### src/rtl/core/rgbc_pkg.sv
// Shared types, constants and helper functions for the 5x5 RGB convolution block.
// Used by every module under rtl/core except rgbc_ram; depends on nothing else.

package rgbc_pkg;

  // Default line store depth in pixels (one image row at most this wide).
  localparam int unsigned MAX_WIDTH_DEF = 1024;

  // Mask geometry.
  localparam int unsigned TAPS = 5;
  localparam int unsigned NTAP = TAPS * TAPS;
  localparam int unsigned LINES = TAPS - 1;
  localparam int unsigned NCH = 3;

  // Field widths.
  localparam int unsigned PIX_W = 8;
  localparam int unsigned RGB_W = NCH * PIX_W;
  localparam int unsigned COLUMN_W = LINES * RGB_W;
  localparam int unsigned COEF_W = 12;
  localparam int unsigned COEF_ROW_W = TAPS * COEF_W;
  localparam int unsigned IMG_W_W = 11;
  localparam int unsigned IMG_H_W = 16;
  localparam int unsigned ROW_CNT_W = IMG_H_W + 1;
  localparam int unsigned CFG_IDX_W = 3;

  // Arithmetic widths: 12x9 signed product, five of them, then twenty-five.
  localparam int unsigned PROD_W = 21;
  localparam int unsigned RSUM_W = 24;
  localparam int unsigned SUM_W = 26;
  localparam int unsigned FRAC_W = 10;
  localparam int unsigned ROUND_HALF = 512;

  // Register reset values.
  localparam logic [COEF_ROW_W-1:0] COEF_ROW_RST = '0;
  localparam logic [COEF_ROW_W-1:0] COEF_ROW2_RST = 60'd17179869184;
  localparam logic [IMG_W_W-1:0] IMG_W_RST = 11'd640;
  localparam logic [IMG_H_W-1:0] IMG_H_RST = 16'd480;

  // Input item commands.
  localparam logic CMD_PIXEL = 1'b0;
  localparam logic CMD_DRAIN = 1'b1;

  // Configuration register indexes.
  typedef enum logic [CFG_IDX_W-1:0] {
    REG_COEF0  = 3'd0,
    REG_COEF1  = 3'd1,
    REG_COEF2  = 3'd2,
    REG_COEF3  = 3'd3,
    REG_COEF4  = 3'd4,
    REG_WIDTH  = 3'd5,
    REG_HEIGHT = 3'd6
  } reg_idx_t;

  // Packed pixel: red in the low byte, blue in the high byte.
  typedef struct packed {
    logic [PIX_W-1:0] b;
    logic [PIX_W-1:0] g;
    logic [PIX_W-1:0] r;
  } rgb_t;

  // Per-item control that travels beside a pixel through the window stages.
  typedef struct packed {
    logic            emit;
    logic            last;
    logic [TAPS-1:0] row_ok;
    logic [TAPS-1:0] col_ok;
  } item_ctl_t;

  function automatic logic signed [COEF_W-1:0] tap_of(input logic [COEF_ROW_W-1:0] row,
                                                      input int unsigned j);
    tap_of = $signed(row[COEF_W*j +: COEF_W]);
  endfunction

  function automatic logic [PIX_W-1:0] chan_of(input rgb_t p, input int unsigned k);
    case (k)
      0: chan_of = p.r;
      1: chan_of = p.g;
      default: chan_of = p.b;
    endcase
  endfunction

  // Round half up, drop the fraction and saturate to 0..255.
  function automatic logic [PIX_W-1:0] finish_sum(input logic signed [SUM_W-1:0] s);
    logic signed [SUM_W-1:0] r;
    r = s + SUM_W'(ROUND_HALF);
    if (r[SUM_W-1]) begin
      finish_sum = '0;
    end else if (|r[SUM_W-2:FRAC_W+PIX_W]) begin
      finish_sum = '1;
    end else begin
      finish_sum = r[FRAC_W+PIX_W-1:FRAC_W];
    end
  endfunction

endpackage

### src/rtl/core/rgbc_ctrl.sv
// Frame sequencer: input and output position counters, frame size latch and
// the per-item emit, last and border decisions. Depends on rgbc_pkg.

module rgbc_ctrl #(
  parameter int unsigned MAX_WIDTH = rgbc_pkg::MAX_WIDTH_DEF
) (
  input  logic                                clk,
  input  logic                                rst,
  input  logic                                accept,
  input  logic                                command,
  input  rgbc_pkg::rgb_t                      pix,
  input  logic [rgbc_pkg::IMG_W_W-1:0]        image_width,
  input  logic [rgbc_pkg::IMG_H_W-1:0]        image_height,
  output logic                                keep,
  output logic [$clog2(MAX_WIDTH)-1:0]        addr,
  output rgbc_pkg::rgb_t                      pix_store,
  output rgbc_pkg::item_ctl_t                 ctl
);

  localparam int unsigned CW = $clog2(MAX_WIDTH);
  localparam int unsigned FW = $clog2(MAX_WIDTH + 1);
  localparam int unsigned CMPW = (FW > rgbc_pkg::IMG_W_W) ? FW : rgbc_pkg::IMG_W_W;
  localparam int unsigned PREW = FW + 2;
  localparam int unsigned YW = rgbc_pkg::IMG_H_W + 2;
  localparam int unsigned XW = FW + 2;
  localparam int unsigned TAPS_W = rgbc_pkg::TAPS;

  logic                          active;
  logic [FW-1:0]                 frame_w;
  logic [rgbc_pkg::IMG_H_W-1:0]  frame_h;
  logic [CW-1:0]                 in_column;
  logic [rgbc_pkg::ROW_CNT_W-1:0] in_row;
  logic [PREW-1:0]               pre_cnt;
  logic [CW-1:0]                 out_col;
  logic [rgbc_pkg::IMG_H_W-1:0]  out_row;

  logic [FW-1:0]                 w_clamp;
  logic [rgbc_pkg::IMG_H_W-1:0]  h_clamp;
  logic [FW-1:0]                 w_cur;
  logic [rgbc_pkg::IMG_H_W-1:0]  h_cur;
  logic                          emit;
  logic                          last;
  logic                          in_frame;
  logic                          in_wrap;
  logic                          out_wrap;
  logic [TAPS_W-1:0]             row_ok;
  logic [TAPS_W-1:0]             col_ok;

  always_comb begin
    if (image_width == '0) begin
      w_clamp = FW'(1);
    end else if (CMPW'(image_width) > CMPW'(MAX_WIDTH)) begin
      w_clamp = FW'(MAX_WIDTH);
    end else begin
      w_clamp = FW'(image_width);
    end
    h_clamp = (image_height == '0) ? rgbc_pkg::IMG_H_W'(1) : image_height;
  end

  // The first pixel of a frame already uses the size it latches.
  assign w_cur = active ? frame_w : w_clamp;
  assign h_cur = active ? frame_h : h_clamp;

  assign keep     = active || (command == rgbc_pkg::CMD_PIXEL);
  assign emit     = (pre_cnt == (PREW'({w_cur, 1'b0}) + PREW'(2)));
  assign in_frame = (in_row < rgbc_pkg::ROW_CNT_W'(h_cur));
  assign last     = emit && (out_row == h_cur - rgbc_pkg::IMG_H_W'(1))
                    && (FW'(out_col) == w_cur - FW'(1));
  assign in_wrap  = ((FW'(in_column) + FW'(1)) == w_cur);
  assign out_wrap = ((FW'(out_col) + FW'(1)) == w_cur);

  always_comb begin
    logic [YW-1:0] y;
    logic [XW-1:0] x;
    for (int i = 0; i < TAPS_W; i++) begin
      y = YW'(out_row) + YW'(i);
      x = XW'(out_col) + XW'(i);
      row_ok[i] = (y >= YW'(2)) && (y < YW'(h_cur) + YW'(2));
      col_ok[i] = (x >= XW'(2)) && (x < XW'(w_cur) + XW'(2));
    end
  end

  assign addr      = in_column;
  assign pix_store = ((command == rgbc_pkg::CMD_PIXEL) && in_frame) ? pix : '0;
  assign ctl       = '{emit: emit, last: last, row_ok: row_ok, col_ok: col_ok};

  always_ff @(posedge clk) begin
    if (rst) begin
      active    <= 1'b0;
      frame_w   <= FW'(1);
      frame_h   <= rgbc_pkg::IMG_H_W'(1);
      in_column <= '0;
      in_row    <= '0;
      pre_cnt   <= '0;
      out_col   <= '0;
      out_row   <= '0;
    end else if (accept && keep) begin
      if (!active) begin
        active  <= 1'b1;
        frame_w <= w_clamp;
        frame_h <= h_clamp;
      end
      if (last) begin
        active    <= 1'b0;
        in_column <= '0;
        in_row    <= '0;
        pre_cnt   <= '0;
        out_col   <= '0;
        out_row   <= '0;
      end else begin
        if (in_wrap) begin
          in_column <= '0;
          in_row    <= in_row + rgbc_pkg::ROW_CNT_W'(1);
        end else begin
          in_column <= in_column + CW'(1);
        end
        if (!emit) begin
          pre_cnt <= pre_cnt + PREW'(1);
        end else if (out_wrap) begin
          out_col <= '0;
          out_row <= out_row + rgbc_pkg::IMG_H_W'(1);
        end else begin
          out_col <= out_col + CW'(1);
        end
      end
    end
  end

endmodule

### config.mk
export PLATFORM = sky130hd
export DESIGN_NAME = rgbc_ctrl
export DESIGN_NICKNAME = d
export VERILOG_FILES = /design/src/rtl/core/rgbc_pkg.sv /design/src/rtl/core/rgbc_ctrl.sv
export SDC_FILE = /design/constraint.sdc
export NUM_CORES = 1
export LEC_CHECK = 0
export BUFFER_PORTS_ARGS = -buffer_cell sky130_fd_sc_hd__buf_2
export CORE_ASPECT_RATIO = 0.6
export CORE_MARGIN = 5
export CORE_UTILIZATION = 57
export DETAILED_ROUTE_END_ITERATION = 16
export PLACE_DENSITY = 0.8
export SLEW_MARGIN = 20
export SYNTH_ARGS = -nofsm -noshare
export SYNTH_HDL_FRONTEND = slang
export SYNTH_SLANG_ARGS = --single-unit
### constraint.sdc
create_clock -name clk -period 5.1 [get_ports clk]
set_clock_uncertainty 0.15 [all_clocks]
set_input_delay 0.765 -clock clk [delete_from_list [all_inputs] [get_ports clk]]
set_output_delay 0.765 -clock clk [all_outputs]
set_load 0.03 [all_outputs]
Word-level counts from Yosys, hierarchy flattened. Cells that the tools add are included.

Register bits after elaboration: 94. Output and inout port bits: 47. Word-level logic and storage cells: 100. Input port bits: 55.

$lt $le $gt $ge: 22. Equality and inequality tests: 6. Bitwise logic cells: 1. Reductions and logical operators: 24. Add/subtract/negate cells: 20. Multiplexer cells: 19.

Operator list (number): $mux 16 (5); $ge 17x2->1 const B (4); $lt 17x18->1 (3); $add 16x2->17 const B (3); $mux 10 (5); $ge 11x2->1 const B (4); $lt 11x13->1 (3); $mux 17 (2); $add 10x1->11 const B (3); $mux 11 (3); $mux 13 (2); $mux 24 (1); $add 10x2->11 const B (2); $eq 11x11->1 (2); $add 10x1->10 const B (2); $lt 16x18->1 (1); $add 16x1->17 const B (1); $add 16x3->17 const B (1); $add 17x1->17 const B (1); $lt 17x16->1 (1); $lt 17x17->1 (1); $add 16x1->16 const B (1); $eq 16x16->1 (1); $ge 16x2->1 const B (1); other kinds (22) (39).

Longest topological paths before layout.
Word-level depth: 10. Depth in mapped cells: 20. Depth with buffers taken out: 16.

Worst setup path before layout. No wires, ideal clock.

Kind: input port to output port. Start point: input image_height[15] in the netlist's numbering. End point: output ctl[10] in the netlist's numbering. Required time: 4185 ps. Cell stages on the path: 14. Buffers on the path: 1. Arrival time: 4149 ps. Slack: 36 ps. Cells stage by stage: nor4_1 > nand3_1 > o21ai_0 > nand2_1 > ha_1 > and4bb_2 > o22ai_1 > nor3_1 > o211ai_1 > a31oi_1 > or3b_4 > or4b_4 > nor2_2 > buf_4.

Cells in the longest elaborated chain, start to end: 7.

Ends and longest elaborated chain: from (decl) (RTL line rgbc_ctrl.sv:13) `input logic [rgbc_pkg::IMG_H_W-1:0] image_height,`; $logic_not 16->1 (RTL line rgbc_ctrl.sv:57) `h_clamp = (image_height == '0) ? rgbc_pkg::IMG_H_W'(1) : image_height;`; $mux 16 * (RTL line rgbc_ctrl.sv:57); $mux 16 *; $sub 16x1->16 * (RTL line rgbc_ctrl.sv:67) `assign last = emit && (out_row == h_cur - rgbc_pkg::IMG_H_W'(1))`; $eq 16x16->1 * (RTL line rgbc_ctrl.sv:67); $logic_and 1x1->1 * (RTL line rgbc_ctrl.sv:67); $logic_and 1x1->1 * (RTL line rgbc_ctrl.sv:68) `&& (FW'(out_col) == w_cur - FW'(1));`; to (decl) (RTL line rgbc_ctrl.sv:17) `output rgbc_pkg::item_ctl_t ctl`.

Every way passes the cells marked *; elsewhere a longest branch is shown, timed or not.

==> impl_metrics.yaml <==
logic_synthesis:
  async_flop_share_pct: 0
  synth.most_common_cell: "ha_1"
  synth_area_leaders: "ha_1 (18%), dfxtp_1 (16%), xnor2_1 (8.1%)"
  synth-edff-count: 0
  syn-cell-area_sq_mm: 0.01212
  syn_avg_cell_area_sq_um: 7.832
  synthFlopType: "dfxtp_1"
  syn_nets: 1781
  syn_inst: 1547
  synthDistinctLibCells: 96
  seq_area_frac_synth_pct: 15.53
  synth_seq_cells: 94
  synth_top_cells_by_count: "ha_1 (179), nor2_1 (164), nand2_1 (122)"
  synth_top_area_share_pct: 18.49
  yosys_warnings: 0
  yosysTopAreaCell: "ha_1"
setup_path:
  cp_data_arrival_time_ns: 4.10
  cp_data_required_time_ns: 4.18
  cp_cell_sequence: "buf_2, nor4_4, nand2_2, o21ai_2, nand2_4, ha_4, and4bb_2, o22ai_2, buf_4, nor3_1, o211ai_1, a31oi_2, or3b_4, or4b_4, nor2_4, buf_6"
  path_class: "input port to output port"
  start_kind: "input port"
  path_max_fanout: 3
  end_kind: "output port"
  cp_num_buf_inv: 3
  slowest_delay_ns: 0.52
  cp_top_family: "simple AND/OR/NAND/NOR gates"
  critical_path.slowest_cell: "or4b_4"
placement:
  globalplace.congestion: 1.015
  dp_cells: 1973
  numPortBuffers: 101
  dpl.hpwl_mm: 31.21
  place_ws_ns: -0.1545
global_routing:
  overflow: 0
  grt_pass1_vias: 11520
  grt_max_degree: 44
  grt_pass1_wl_mm: 61.33
  antenna_found_initial: 0
  grt_usage_pct: 31.39
clock_tree:
  clk-insertion-delay-late_ns: 0.36
  cts_max_level: 3
  root_buffer: "clkbuf_16"
  cts.sinks: 94
  cts_tree: "yes"
  cts_buffers: 9
  clkTransAtPathRegs_ns: 0.07
  cts_hold_buf: 0
  clockBufferDepth: 2
flow_run:
  max-cap-violations: 0
timing:
  clock.fmax_ghz: 0.1994
  fin_crit_ns: 5.014
  setup_tns_ns: 0
  finalMaxSlewViolations: 0
  relSlewSlack_pct: 31.12
  setup_viol: 0
  fin_ws_ns: 0.08551
  hold_viol: 0
  hold_slack_ns: 0.3464
  worstMarginPinSlew_ns: 1.004
  period_share_pct: 98.32
drt:
  drc: 0
  routed_wl_mm: 39.85
  via_count: 12570
  via_per_inst: 6.290
  drtIter0Drc: 1614
  wl_per_cell_um: 19.94
  first_pass_iters: 6
  antenna_left: 0
floorplanning:
  fp.dieH_um: 122.9
  row_count: 41
  initial_utilization_pct: 57.74
  io_pins: 102
  design.die.area_sq_mm: 0.02437
  die_w_um: 198.2
  core_area_sq_mm: 0.02098
layout:
  nets: 1948
  final-seq-area_sq_mm: 0.001886
  final_cells: 1998
  multi_input_area_sq_mm: 0.009915
  area_delta_synth_final_pct: 17.04
  final_util_pct: 67.58
  drive_above_1_share_pct: 19.37
  antenna_cells: 0
  nFillCells: 1729
worst_hold_path:
  hp-class: "flip-flop to flip-flop"
power_and_ir_drop:
  seqPwrFrac_pct: 34.2
  ir_worst_vdd_uv: 173.2
  clkPwrFrac_pct: 33.5
  p_leak_nw: 6.480
  switchingPower_w: 0.0007843
  combPwrFrac_pct: 32.3
  intPower_w: 0.001492
  switching_share_pct: 34.45
  power.density_mw_per_mm2: 160.5
run_status:
  outcome: "complete, no violations"
==> routing by layer <==
metal	share of wire (%)	routed length, um	global-route usage [%]	up-vias
met2	39	15610	43.38	663
met4	1.2	460	3.826	0
met3	13	5086	9.532	57
met5	0	0	0	-
met1	47	18700	48.72	5899
li1	-	-	-	5949
==> stage by stage <==
| step | cell area [sq um] | total power, W |
|---|---|---|
| after floorplan | 12120 | 0.001228 |
| after global placement | 13550 | 0.001458 |
| after detailed placement | 13550 | 0.001477 |
| after CTS | 13930 | 0.002230 |
| after global routing | 14180 | 0.002374 |
| final | 14180 | 0.002276 |
==> final timing paths <==
kind               startpoint          to  slack (ns)  cells after the start
max          image_height[14]     ctl[10]        0.09                     16
min                frame_h[0]  frame_h[0]        0.35                      1
max reg2reg            active  pre_cnt[6]        0.53                     16
min reg2reg        frame_h[0]  frame_h[0]        0.35                      1
==> cells by family (layout without fill, tap and decap cells) <==
family	count (synthesis)	after routing	share of synthesized area, %
flops	94	94	15.53
compound gates	334	334	18.56
simple gates	610	610	26.96
fa+ha+maj	179	179	18.49
xor+xnor	182	182	13.61
mux	23	23	2.355
buf+inv	125	297	4.492
==> final cells by class <==
type                       count  area share (%)
multi-input combinational   1328           69.92
clock buffer                  10           1.615
sequential                    94           13.30
inverter                      46           1.227
timing repair buffer         235           10.82
clock inverter                 6          0.6618
tap                          279           2.462
==> cells in the final DEF, fill, tap and decap left out, types with 49 or more instances in the layout <==
cell	count
ha_1	177
a21oi_1	68
buf_4	132
nor2_1	162
xnor2_1	108
o21ai_0	49
dfxtp_1	93
nand2_1	119
buf_2	98
xor2_1	64
==> state kept, by name (all words and copies together), names as in the netlist <==
signal and count:
out_row 16, in_row 17, out_col 10, pre_cnt 13, addr 10, frame_h 16
active 1, frame_w 11
==> repair_timing <==
action / in CTS / in global routing
setup buffers: 1 / 9
pin swaps: 1 / 10
setup endpoints to repair: 12 / 19
resized for setup: 9 / 44
==> worst reg2reg max path, stage by stage, from the launching register on <==
cell and delay [ns]:
dfxtp_4 0.42, buf_6 0.19, or3b_4 0.45, and2_1 0.22
clkinv_1 0.07, ha_1 0.19, inv_1 0.14, nor4_1 0.61
and3_1 0.25, o21ai_0 0.12, or4b_4 0.64, clkinv_2 0.16
nor2_1 0.09, nand2_1 0.28, buf_4 0.20, o22ai_1 0.08
a21o_1 0.21
==> power by group through the flow <==
stage | clock, W | sequential (W) | combinational [W]
floorplan | 0 | 0.000787 | 0.000441
global placement | 0 | 0.000794 | 0.000664
detailed placement | 0 | 0.000795 | 0.000682
CTS | 0.000760 | 0.000778 | 0.000692
global route | 0.000797 | 0.000781 | 0.000797
finish | 0.000762 | 0.000778 | 0.000736
Note: power is estimated with default switching activity, not from simulation.
